==> src/design/mxbh_pkg.sv <==
`default_nettype none
// ----------------------------------------------------------------------------
// mxbh_pkg: shared definitions of the multiplicative xorshift byte hash
// widths, register codes and reset values, shift-amount helpers and the
// command bundle from controller to datapath
// ----------------------------------------------------------------------------
package mxbh_pkg;

    localparam int DATA_W      = 8;
    localparam int INDEX_W     = 32;
    localparam int VALUE_W     = 64;
    localparam int HALF_W      = VALUE_W / 2;
    localparam int TSIZE_W     = 33;
    localparam int MULT_W      = 32;
    localparam int BITS_W      = 6;
    localparam int CFG_IDX_W   = 2;
    localparam int CFG_DATA_W  = 33;

    // register indexes of the configuration port
    localparam logic [CFG_IDX_W-1:0] CFG_IDX_TABLE_SIZE = 2'd0;
    localparam logic [CFG_IDX_W-1:0] CFG_IDX_MULTIPLIER = 2'd1;
    localparam logic [CFG_IDX_W-1:0] CFG_IDX_BIT_COUNT  = 2'd2;

    localparam logic [TSIZE_W-1:0] TSIZE_RST = 33'd1024;
    localparam logic [MULT_W-1:0]  MULT_RST  = 32'd631;
    localparam logic [BITS_W-1:0]  BITS_RST  = 6'd10;

    // x / 3 for a 6-bit x as (x * 43) >> 7
    localparam int THIRD_RECIP = 43;
    localparam int THIRD_PROD_W = 12;
    localparam int THIRD_SHIFT = 7;

    typedef struct packed {
        logic load_byte;
        logic mul_lo;
        logic mul_hi;
        logic sum_first;
        logic sum_final;
        logic clear;
    } t_dp_cmd;

    function automatic logic [BITS_W-1:0] half_shift(input logic [BITS_W-1:0] bits);
        return {1'b0, bits[BITS_W-1:1]};
    endfunction

    function automatic logic [BITS_W-1:0] final_shift(input logic [BITS_W-1:0] bits);
        logic [THIRD_PROD_W-1:0] prod;
        prod = THIRD_PROD_W'(bits) * THIRD_PROD_W'(THIRD_RECIP);
        return bits - {1'b0, prod[THIRD_PROD_W-1:THIRD_SHIFT]};
    endfunction

    // a shift of zero clears the value
    function automatic logic [VALUE_W-1:0] xorshift(input logic [VALUE_W-1:0] v,
                                                    input logic [BITS_W-1:0] amt);
        return v ^ (v >> amt);
    endfunction

endpackage
`default_nettype wire

==> src/design/mxbh_ctrl.sv <==
`default_nettype none
// ----------------------------------------------------------------------------
// mxbh_ctrl: sequencing controller
// steps each byte through low product, high product and sum, runs the extra
// multiply pass on a last byte and hands the final value to the remainder unit
// ----------------------------------------------------------------------------
module mxbh_ctrl (
    input  logic             i_clk,
    input  logic             i_rst_n,
    input  logic             i_valid,
    input  logic             i_last_byte,
    output logic             o_ready,
    output mxbh_pkg::t_dp_cmd o_cmd,
    output logic             o_mod_start,
    input  logic             i_mod_idle
);
    import mxbh_pkg::*;

    typedef enum logic [2:0] {
        S_IDLE,
        S_LO,
        S_HI,
        S_SUM,
        S_HAND
    } t_state;

    t_state r_state, n_state;
    logic   r_last, n_last;
    logic   r_final, n_final;
    logic   w_accept;

    always_comb begin
        o_ready     = 1'b0;
        o_cmd       = '0;
        o_mod_start = 1'b0;
        unique case (r_state)
            S_IDLE: o_ready = 1'b1;
            S_LO:   o_cmd.mul_lo = 1'b1;
            S_HI:   o_cmd.mul_hi = 1'b1;
            S_SUM: begin
                o_cmd.sum_first = !r_final;
                o_cmd.sum_final = r_final;
                o_ready         = !r_last;
            end
            S_HAND: begin
                o_ready     = i_mod_idle;
                o_cmd.clear = i_mod_idle;
                o_mod_start = i_mod_idle;
            end
            default: ;
        endcase
        w_accept        = i_valid && o_ready;
        o_cmd.load_byte = w_accept;
    end

    always_comb begin
        n_state = r_state;
        n_last  = r_last;
        n_final = r_final;
        unique case (r_state)
            S_IDLE: if (w_accept) n_state = S_LO;
            S_LO:   n_state = S_HI;
            S_HI:   n_state = S_SUM;
            S_SUM: begin
                if (r_final) begin
                    n_state = S_HAND;
                end else if (r_last) begin
                    n_state = S_LO;
                    n_final = 1'b1;
                end else if (w_accept) begin
                    n_state = S_LO;
                end else begin
                    n_state = S_IDLE;
                end
            end
            S_HAND: if (i_mod_idle) n_state = w_accept ? S_LO : S_IDLE;
            default: n_state = S_IDLE;
        endcase
        if (w_accept) begin
            n_last  = i_last_byte;
            n_final = 1'b0;
        end
    end

    always_ff @(posedge i_clk) begin
        if (!i_rst_n) begin
            r_state <= S_IDLE;
            r_last  <= 1'b0;
            r_final <= 1'b0;
        end else begin
            r_state <= n_state;
            r_last  <= n_last;
            r_final <= n_final;
        end
    end

endmodule
`default_nettype wire

==> src/design/mxbh_dp.sv <==
`default_nettype none
// ----------------------------------------------------------------------------
// mxbh_dp: running value datapath
// one shared 32x32 multiplier builds the 64-bit product in two halves,
// then one add and xorshift update the running value
// ----------------------------------------------------------------------------
module mxbh_dp (
    input  logic                           i_clk,
    input  logic                           i_rst_n,
    input  mxbh_pkg::t_dp_cmd              i_cmd,
    input  logic [mxbh_pkg::DATA_W-1:0]    i_data_byte,
    input  logic [mxbh_pkg::MULT_W-1:0]    i_multiplier,
    input  logic [mxbh_pkg::BITS_W-1:0]    i_bit_count,
    output logic [mxbh_pkg::VALUE_W-1:0]   o_value
);
    import mxbh_pkg::*;

    logic [VALUE_W-1:0] r_acc;
    logic [VALUE_W-1:0] r_plo;
    logic [HALF_W-1:0]  r_phi;
    logic [DATA_W-1:0]  r_byte;

    logic [HALF_W-1:0]  w_mul_a;
    logic [VALUE_W-1:0] w_prod;
    logic [VALUE_W-1:0] w_sum;
    logic [BITS_W-1:0]  w_amt;

    assign w_mul_a = i_cmd.mul_hi ? r_acc[VALUE_W-1:HALF_W] : r_acc[HALF_W-1:0];
    assign w_prod  = VALUE_W'(w_mul_a) * VALUE_W'(i_multiplier);

    // byte only enters on the per-byte pass
    assign w_sum = r_plo + {r_phi, {HALF_W{1'b0}}}
                 + (i_cmd.sum_first ? VALUE_W'(r_byte) : '0);
    assign w_amt = i_cmd.sum_first ? half_shift(i_bit_count) : final_shift(i_bit_count);

    always_ff @(posedge i_clk) begin
        if (i_cmd.load_byte) r_byte <= i_data_byte;
        if (i_cmd.mul_lo)    r_plo  <= w_prod;
        if (i_cmd.mul_hi)    r_phi  <= w_prod[HALF_W-1:0];
    end

    always_ff @(posedge i_clk) begin
        if (!i_rst_n) begin
            r_acc <= '0;
        end else if (i_cmd.clear) begin
            r_acc <= '0;
        end else if (i_cmd.sum_first || i_cmd.sum_final) begin
            r_acc <= xorshift(w_sum, w_amt);
        end
    end

    assign o_value = r_acc;

endmodule
`default_nettype wire

==> src/design/mxbh_mod.sv <==
`default_nettype none
// ----------------------------------------------------------------------------
// mxbh_mod: remainder unit and result register
// restoring remainder, one dividend bit a cycle, then the result word waits
// in an output register while the next message is hashed
// ----------------------------------------------------------------------------
module mxbh_mod (
    input  logic                           i_clk,
    input  logic                           i_rst_n,
    input  logic                           i_start,
    input  logic [mxbh_pkg::VALUE_W-1:0]   i_value,
    input  logic [mxbh_pkg::TSIZE_W-1:0]   i_divisor,
    output logic                           o_idle,
    output logic                           o_valid,
    input  logic                           i_ready,
    output logic [mxbh_pkg::INDEX_W-1:0]   o_bucket_index
);
    import mxbh_pkg::*;

    localparam int CNT_W = $clog2(VALUE_W);

    logic                 r_busy;
    logic                 r_done;
    logic [CNT_W-1:0]     r_cnt;
    logic [VALUE_W-1:0]   r_quo;
    logic [TSIZE_W-1:0]   r_rem;
    logic                 r_out_valid;
    logic [INDEX_W-1:0]   r_out;

    logic [TSIZE_W:0]     w_trial;
    logic [TSIZE_W:0]     w_diff;
    logic                 w_ge;
    logic                 w_load_out;

    assign w_trial = {r_rem, r_quo[VALUE_W-1]};
    assign w_ge    = w_trial >= {1'b0, i_divisor};
    assign w_diff  = w_trial - {1'b0, i_divisor};

    // finished remainder moves on once the result register is free or emptying
    assign w_load_out = r_done && (!r_out_valid || i_ready);

    always_ff @(posedge i_clk) begin
        if (!i_rst_n) begin
            r_busy      <= 1'b0;
            r_done      <= 1'b0;
            r_cnt       <= '0;
            r_out_valid <= 1'b0;
        end else begin
            if (w_load_out) begin
                r_out_valid <= 1'b1;
            end else if (r_out_valid && i_ready) begin
                r_out_valid <= 1'b0;
            end
            if (i_start) begin
                r_busy <= 1'b1;
                r_cnt  <= '0;
                r_quo  <= i_value;
                // zero table size: no reduction
                if (i_divisor == '0) begin
                    r_rem  <= i_value[TSIZE_W-1:0];
                    r_done <= 1'b1;
                end else begin
                    r_rem  <= '0;
                    r_done <= 1'b0;
                end
            end else if (r_busy && !r_done) begin
                r_rem <= w_ge ? w_diff[TSIZE_W-1:0] : w_trial[TSIZE_W-1:0];
                r_quo <= {r_quo[VALUE_W-2:0], 1'b0};
                r_cnt <= r_cnt + 1'b1;
                if (r_cnt == CNT_W'(VALUE_W - 1)) r_done <= 1'b1;
            end else if (w_load_out) begin
                r_out  <= r_rem[INDEX_W-1:0];
                r_busy <= 1'b0;
                r_done <= 1'b0;
            end
        end
    end

    assign o_idle         = !r_busy;
    assign o_valid        = r_out_valid;
    assign o_bucket_index = r_out;

endmodule
`default_nettype wire

==> src/design/multiplicative_xorshift_byte_hash.sv <==
`default_nettype none
// ----------------------------------------------------------------------------
// multiplicative_xorshift_byte_hash: byte-stream hash to bucket index
// keeps a 64-bit running value, w = v*mult + byte and v = w ^ shifted w per byte,
// and on the last byte one more multiply and xorshift, reduced modulo
// the table size into a bucket index
// ----------------------------------------------------------------------------
//  channel   | direction | handshake          | payload
//  ----------+-----------+--------------------+------------------------------
//  byte in   | in        | i_valid / o_ready  | i_data_byte, i_last_byte
//  bucket out| out       | o_valid / i_ready  | o_bucket_index
//  config    | in        | i_cfg_we           | i_cfg_idx, i_cfg_data
//
//  a byte steps through low half product, high half product, add and
//  xorshift, the products through one shared 32x32 multiplier; the next
//  byte is taken in the add step
//  a last byte then repeats the product and add steps for the final
//  multiply, then a hand-over step, which can also take the first byte of
//  the next message; the remainder unit then runs in the background, 64
//  shift steps and one load of the result register (only the load when table
//  size is zero); a further last byte waits at hand-over until it is free
//  synchronous active-low reset clears the running value and restores the
//  register defaults; a stalled result word holds in the output register
// ----------------------------------------------------------------------------
module multiplicative_xorshift_byte_hash (
    input  logic                              i_clk,
    input  logic                              i_rst_n,
    input  logic                              i_valid,
    output logic                              o_ready,
    input  logic [mxbh_pkg::DATA_W-1:0]       i_data_byte,
    input  logic                              i_last_byte,
    output logic                              o_valid,
    input  logic                              i_ready,
    output logic [mxbh_pkg::INDEX_W-1:0]      o_bucket_index,
    input  logic                              i_cfg_we,
    input  logic [mxbh_pkg::CFG_IDX_W-1:0]    i_cfg_idx,
    input  logic [mxbh_pkg::CFG_DATA_W-1:0]   i_cfg_data
);
    import mxbh_pkg::*;

    // configuration registers
    logic [TSIZE_W-1:0] r_table_size;
    logic [MULT_W-1:0]  r_multiplier;
    logic [BITS_W-1:0]  r_bit_count;

    t_dp_cmd            w_cmd;
    logic               w_mod_start;
    logic               w_mod_idle;
    logic [VALUE_W-1:0] w_value;

    always_ff @(posedge i_clk) begin
        if (!i_rst_n) begin
            r_table_size <= TSIZE_RST;
            r_multiplier <= MULT_RST;
            r_bit_count  <= BITS_RST;
        end else if (i_cfg_we) begin
            unique case (i_cfg_idx)
                CFG_IDX_TABLE_SIZE: r_table_size <= i_cfg_data[TSIZE_W-1:0];
                CFG_IDX_MULTIPLIER: r_multiplier <= i_cfg_data[MULT_W-1:0];
                CFG_IDX_BIT_COUNT:  r_bit_count  <= i_cfg_data[BITS_W-1:0];
                default: ; // unused index, write dropped
            endcase
        end
    end

    // sequencer: byte steps, final pass, hand-over
    mxbh_ctrl u_ctrl (
        .i_clk       (i_clk),
        .i_rst_n     (i_rst_n),
        .i_valid     (i_valid),
        .i_last_byte (i_last_byte),
        .o_ready     (o_ready),
        .o_cmd       (w_cmd),
        .o_mod_start (w_mod_start),
        .i_mod_idle  (w_mod_idle)
    );

    // running value, shared multiplier, add and xorshift
    mxbh_dp u_dp (
        .i_clk        (i_clk),
        .i_rst_n      (i_rst_n),
        .i_cmd        (w_cmd),
        .i_data_byte  (i_data_byte),
        .i_multiplier (r_multiplier),
        .i_bit_count  (r_bit_count),
        .o_value      (w_value)
    );

    // modulo table size and result register
    mxbh_mod u_mod (
        .i_clk          (i_clk),
        .i_rst_n        (i_rst_n),
        .i_start        (w_mod_start),
        .i_value        (w_value),
        .i_divisor      (r_table_size),
        .o_idle         (w_mod_idle),
        .o_valid        (o_valid),
        .i_ready        (i_ready),
        .o_bucket_index (o_bucket_index)
    );

endmodule
`default_nettype wire

==> config.mk <==
export PLATFORM = sky130hd
export DESIGN_NAME = multiplicative_xorshift_byte_hash
export DESIGN_NICKNAME = d
export VERILOG_FILES = /design/src/design/mxbh_pkg.sv /design/src/design/mxbh_ctrl.sv /design/src/design/mxbh_dp.sv /design/src/design/mxbh_mod.sv /design/src/design/multiplicative_xorshift_byte_hash.sv
export SDC_FILE = /design/constraint.sdc
export NUM_CORES = 2
export LEC_CHECK = 0
export BUFFER_PORTS_ARGS = -buffer_cell sky130_fd_sc_hd__clkbuf_2
export CORE_UTILIZATION = 28
export DETAILED_ROUTE_END_ITERATION = 7
export SYNTH_ARGS = -nofsm -noshare
export SYNTH_HDL_FRONTEND = slang
export SYNTH_SLANG_ARGS = --single-unit
export TNS_END_PERCENT = 30
==> constraint.sdc <==
create_clock -name i_clk -period 12.4 [get_ports i_clk]
set_input_delay 2.48 -clock i_clk [delete_from_list [all_inputs] [get_ports i_clk]]
set_output_delay 2.48 -clock i_clk [all_outputs]
set_load 0.05 [all_outputs]
==> flow_summary.toml <==
[placed_design]
place_hpwl_um = 168000
pre_cts_ws_ps = 1690
postPlaceCellArea_um2 = 62400
gp_routability_congestion = 0.995
dp_cells = 9277
number_of_port_buffers = 82

[route]
drt_total_wl_um = 213000
drtAntennaViolNets = 0
detail_route.first_pass.iterations = 6
vias = 48453
drt_iter0_markers = 4433
routedWlPerCell_um = 22.8
vias_per_cell = 5.17
route.detailed.drc = 0

[floorplanning]
die_h_um = 462
floorplan.die_area_um2 = 214000
die-width_um = 462
core_region_area_um2 = 210000
start_util_pct = 28.2
std_cell_rows = 168
io_pins = 83

[layout]
design_area_um2 = 64000
syn_to_final_growth_pct = 7.94
most_common_cell_after_layout_fill_and_taps_aside = "sky130_fd_sc_hd__nand2_1"
post-route-util_pct = 30.5
final_non_filler_cell_total = 9367
final_nets = 7838
post_route_cells_drive_above_1_share_pct = 5.63
num-fill-cells = 21969
final_cell_mix = "sky130_fd_sc_hd__nand2_1 (1010), sky130_fd_sc_hd__inv_1 (971), sky130_fd_sc_hd__fa_1 (903)"

[sta]
setup_ws_ps = 1560
grt_setup_unrepaired = "false"
post-route-period-util_pct = 87.5
timing_hold_violations_final = 0
max_freq_mhz = 92.2
slew_violations = 3
fin_tns_setup_ps = 0
setup_skew_after_layout_ps = 38.7
max-slew-margin-rel_pct = -1.55
fin_hold_ws_ps = 471
finalSetupViolCount = 0
worstMarginPinSlew_ps = 1510
period_needed_ps = 10840

[clocking]
cts.reportedPaths.clkPinSlew_ps = 60
cts-htree-levels = 2
clock_insertion_delay_worst_skew_ps = 630
cts_inserted_buffers = 45
post_cts_resize_count = 0
clock-sinks = 382
post_cts.repair.setup_buffers = 0
ctsHoldBuffers = 0
clock_tree_from_tritoncts = "built"
clock_path_buffers = 3
cts-root-buf = "sky130_fd_sc_hd__clkbuf_16"

[yosys]
asyncSetResetFlopFracSynth_pct = 0
synth_largest_type_area_fraction_pct = 30.5
postSynthAreaPerCell_um2 = 8.83
synth_edf_count = 233
synth-seq-cells = 382
synth_top_area_cell = "sky130_fd_sc_hd__fa_1"
synth_instances = 6710
netlist_top_cells_area = "sky130_fd_sc_hd__fa_1 (30%), sky130_fd_sc_hd__edfxtp_1 (12%), sky130_fd_sc_hd__ha_1 (7.7%)"
ys.flop_type = "sky130_fd_sc_hd__edfxtp_1"
unique_cell_type_count_in_the_yosys_netlist = 93
yosys_warning_count = 0
synth_seq_area_share_pct = 16.8
synth.net_count = 8029
synthesized_area_um2 = 59300

[grt]
grt_overflow = 0
first_global_vias = 49041
grt_first_pass_wirelength_um = 321000
grt_max_degree = 93
antenna_violations_before_repair = 10
grt_use_total_pct = 19.9

[worst_setup_path]
crit_path_end_kind = "flop"
critPathRequiredTime_ps = 12750
worst_path_max_delay_cell = "sky130_fd_sc_hd__mux2_2"
cp_common_cell = "sky130_fd_sc_hd__fa_1"
timing.critical_path.fanout_max = 64
worstSetupStartpointType = "flop"
cp_data_arrival_time_ps = 11200
delay_of_the_slowest_cell_on_the_worst_path_ps = 870
critPathKind = "flop to flop"

[pwr]
cellLeakagePower_nw = 28.3
worst_ir_drop_vdd_uv = 115
power_mw = 7.55
p_per_area_nw_per_um2 = 118

[worst_hold_path]
hold_class = "flop to flop"

[run_status]
failed_checks = "capacitance limit, slew limit"
run_status = "complete, but fails checks"

[job]
number_of_maximum_capacitance_constraint_violations = 1
[per-layer routing]
layer | part of all wire, % | wire length [um] | vias up | track usage [%]
met5 | 0.021 | 45 | - | 0
met4 | 4.0 | 8430 | 6 | 6.90
met3 | 7.9 | 16700 | 366 | 3.00
met2 | 46 | 97200 | 2127 | 31.9
met1 | 43 | 90700 | 24616 | 27.2
li1 | - | - | 21338 | -
[synth_stat cells (all sizes together) (90+ instances only)]
master	count
nand2	1010
inv	971
fa	903
and2	628
ha	367
clkbuf	363
a21oi	253
o21ai	241
nor2	234
edfxtp	233
dfxtp	149
xnor2	130
nand3	90
[worst max-delay path, delay by kind of cell (launching register included)]
kind	cells	cell delay, ps
adders and majority gates	9	4350
AOI/OAI and AO/OA	7	2180
xor gates and xnor gates	1	160
DFF	1	470
and+or+nand+nor	7	1450
muxes	1	870
buffers and inverters	7	1060
[where the power goes]
part | total, mW | switching (mW) | leakage, nW | internal (mW)
Clock | 1.38 | 0.593 | 0.733 | 0.787
Sequential | 1.66 | 0.177 | 3.36 | 1.48
Combinational | 4.51 | 3.06 | 24.2 | 1.45
Total | 7.55 | 3.83 | 28.3 | 3.72
[cell type report]
class,count,area [um2],area share [%]
multi-input combinational,4958,44300,69.2
tap,2805,3510,5.49
clock buffer,63,1220,1.91
sequential,382,9990,15.6
clock inverter,21,293,0.458
inverter,971,3640,5.70
timing repair buffer,161,1000,1.57
antenna,6,15.0,0.0235
[logic make-up (layout without fill, tap and decap cells)]
logic type	after synthesis	after routing	share of synthesized area [%]
and+or+nand+nor	2273	2273	18.6
buffers and inverters	1370	1216	8.72
adders and majority gates	1270	1270	38.2
AOI/OAI and AO/OA	1084	1084	12.1
DFF	382	382	16.8
xor gates and xnor gates	196	196	2.90
muxes	135	135	2.58
other	0	6	0
[final timing paths]
check | from | endpoint | slack, ps | cells past startpoint
hold / removal | u_dp.o_value[62] | u_dp.o_value[62] | 470 | 2
setup reg to reg | u_ctrl.r_state[1] | u_dp.r_plo[57] | 1560 | 32
hold reg to reg | u_dp.o_value[62] | u_dp.o_value[62] | 470 | 2
setup / recovery | u_ctrl.r_state[1] | u_dp.r_plo[57] | 1560 | 32
[flip-flops by register name, indices dropped and copies added (netlist names), 3 cells and up]
signal                flops
r_multiplier             32
u_ctrl.r_state            3
u_mod.r_quo              64
u_dp.r_byte               8
u_mod.o_bucket_index     32
u_dp.r_plo               64
u_mod.r_rem              33
r_bit_count               6
u_dp.o_value             64
u_mod.r_cnt               6
r_table_size             33
u_dp.r_phi               32
(Power assumes the default switching activity.)
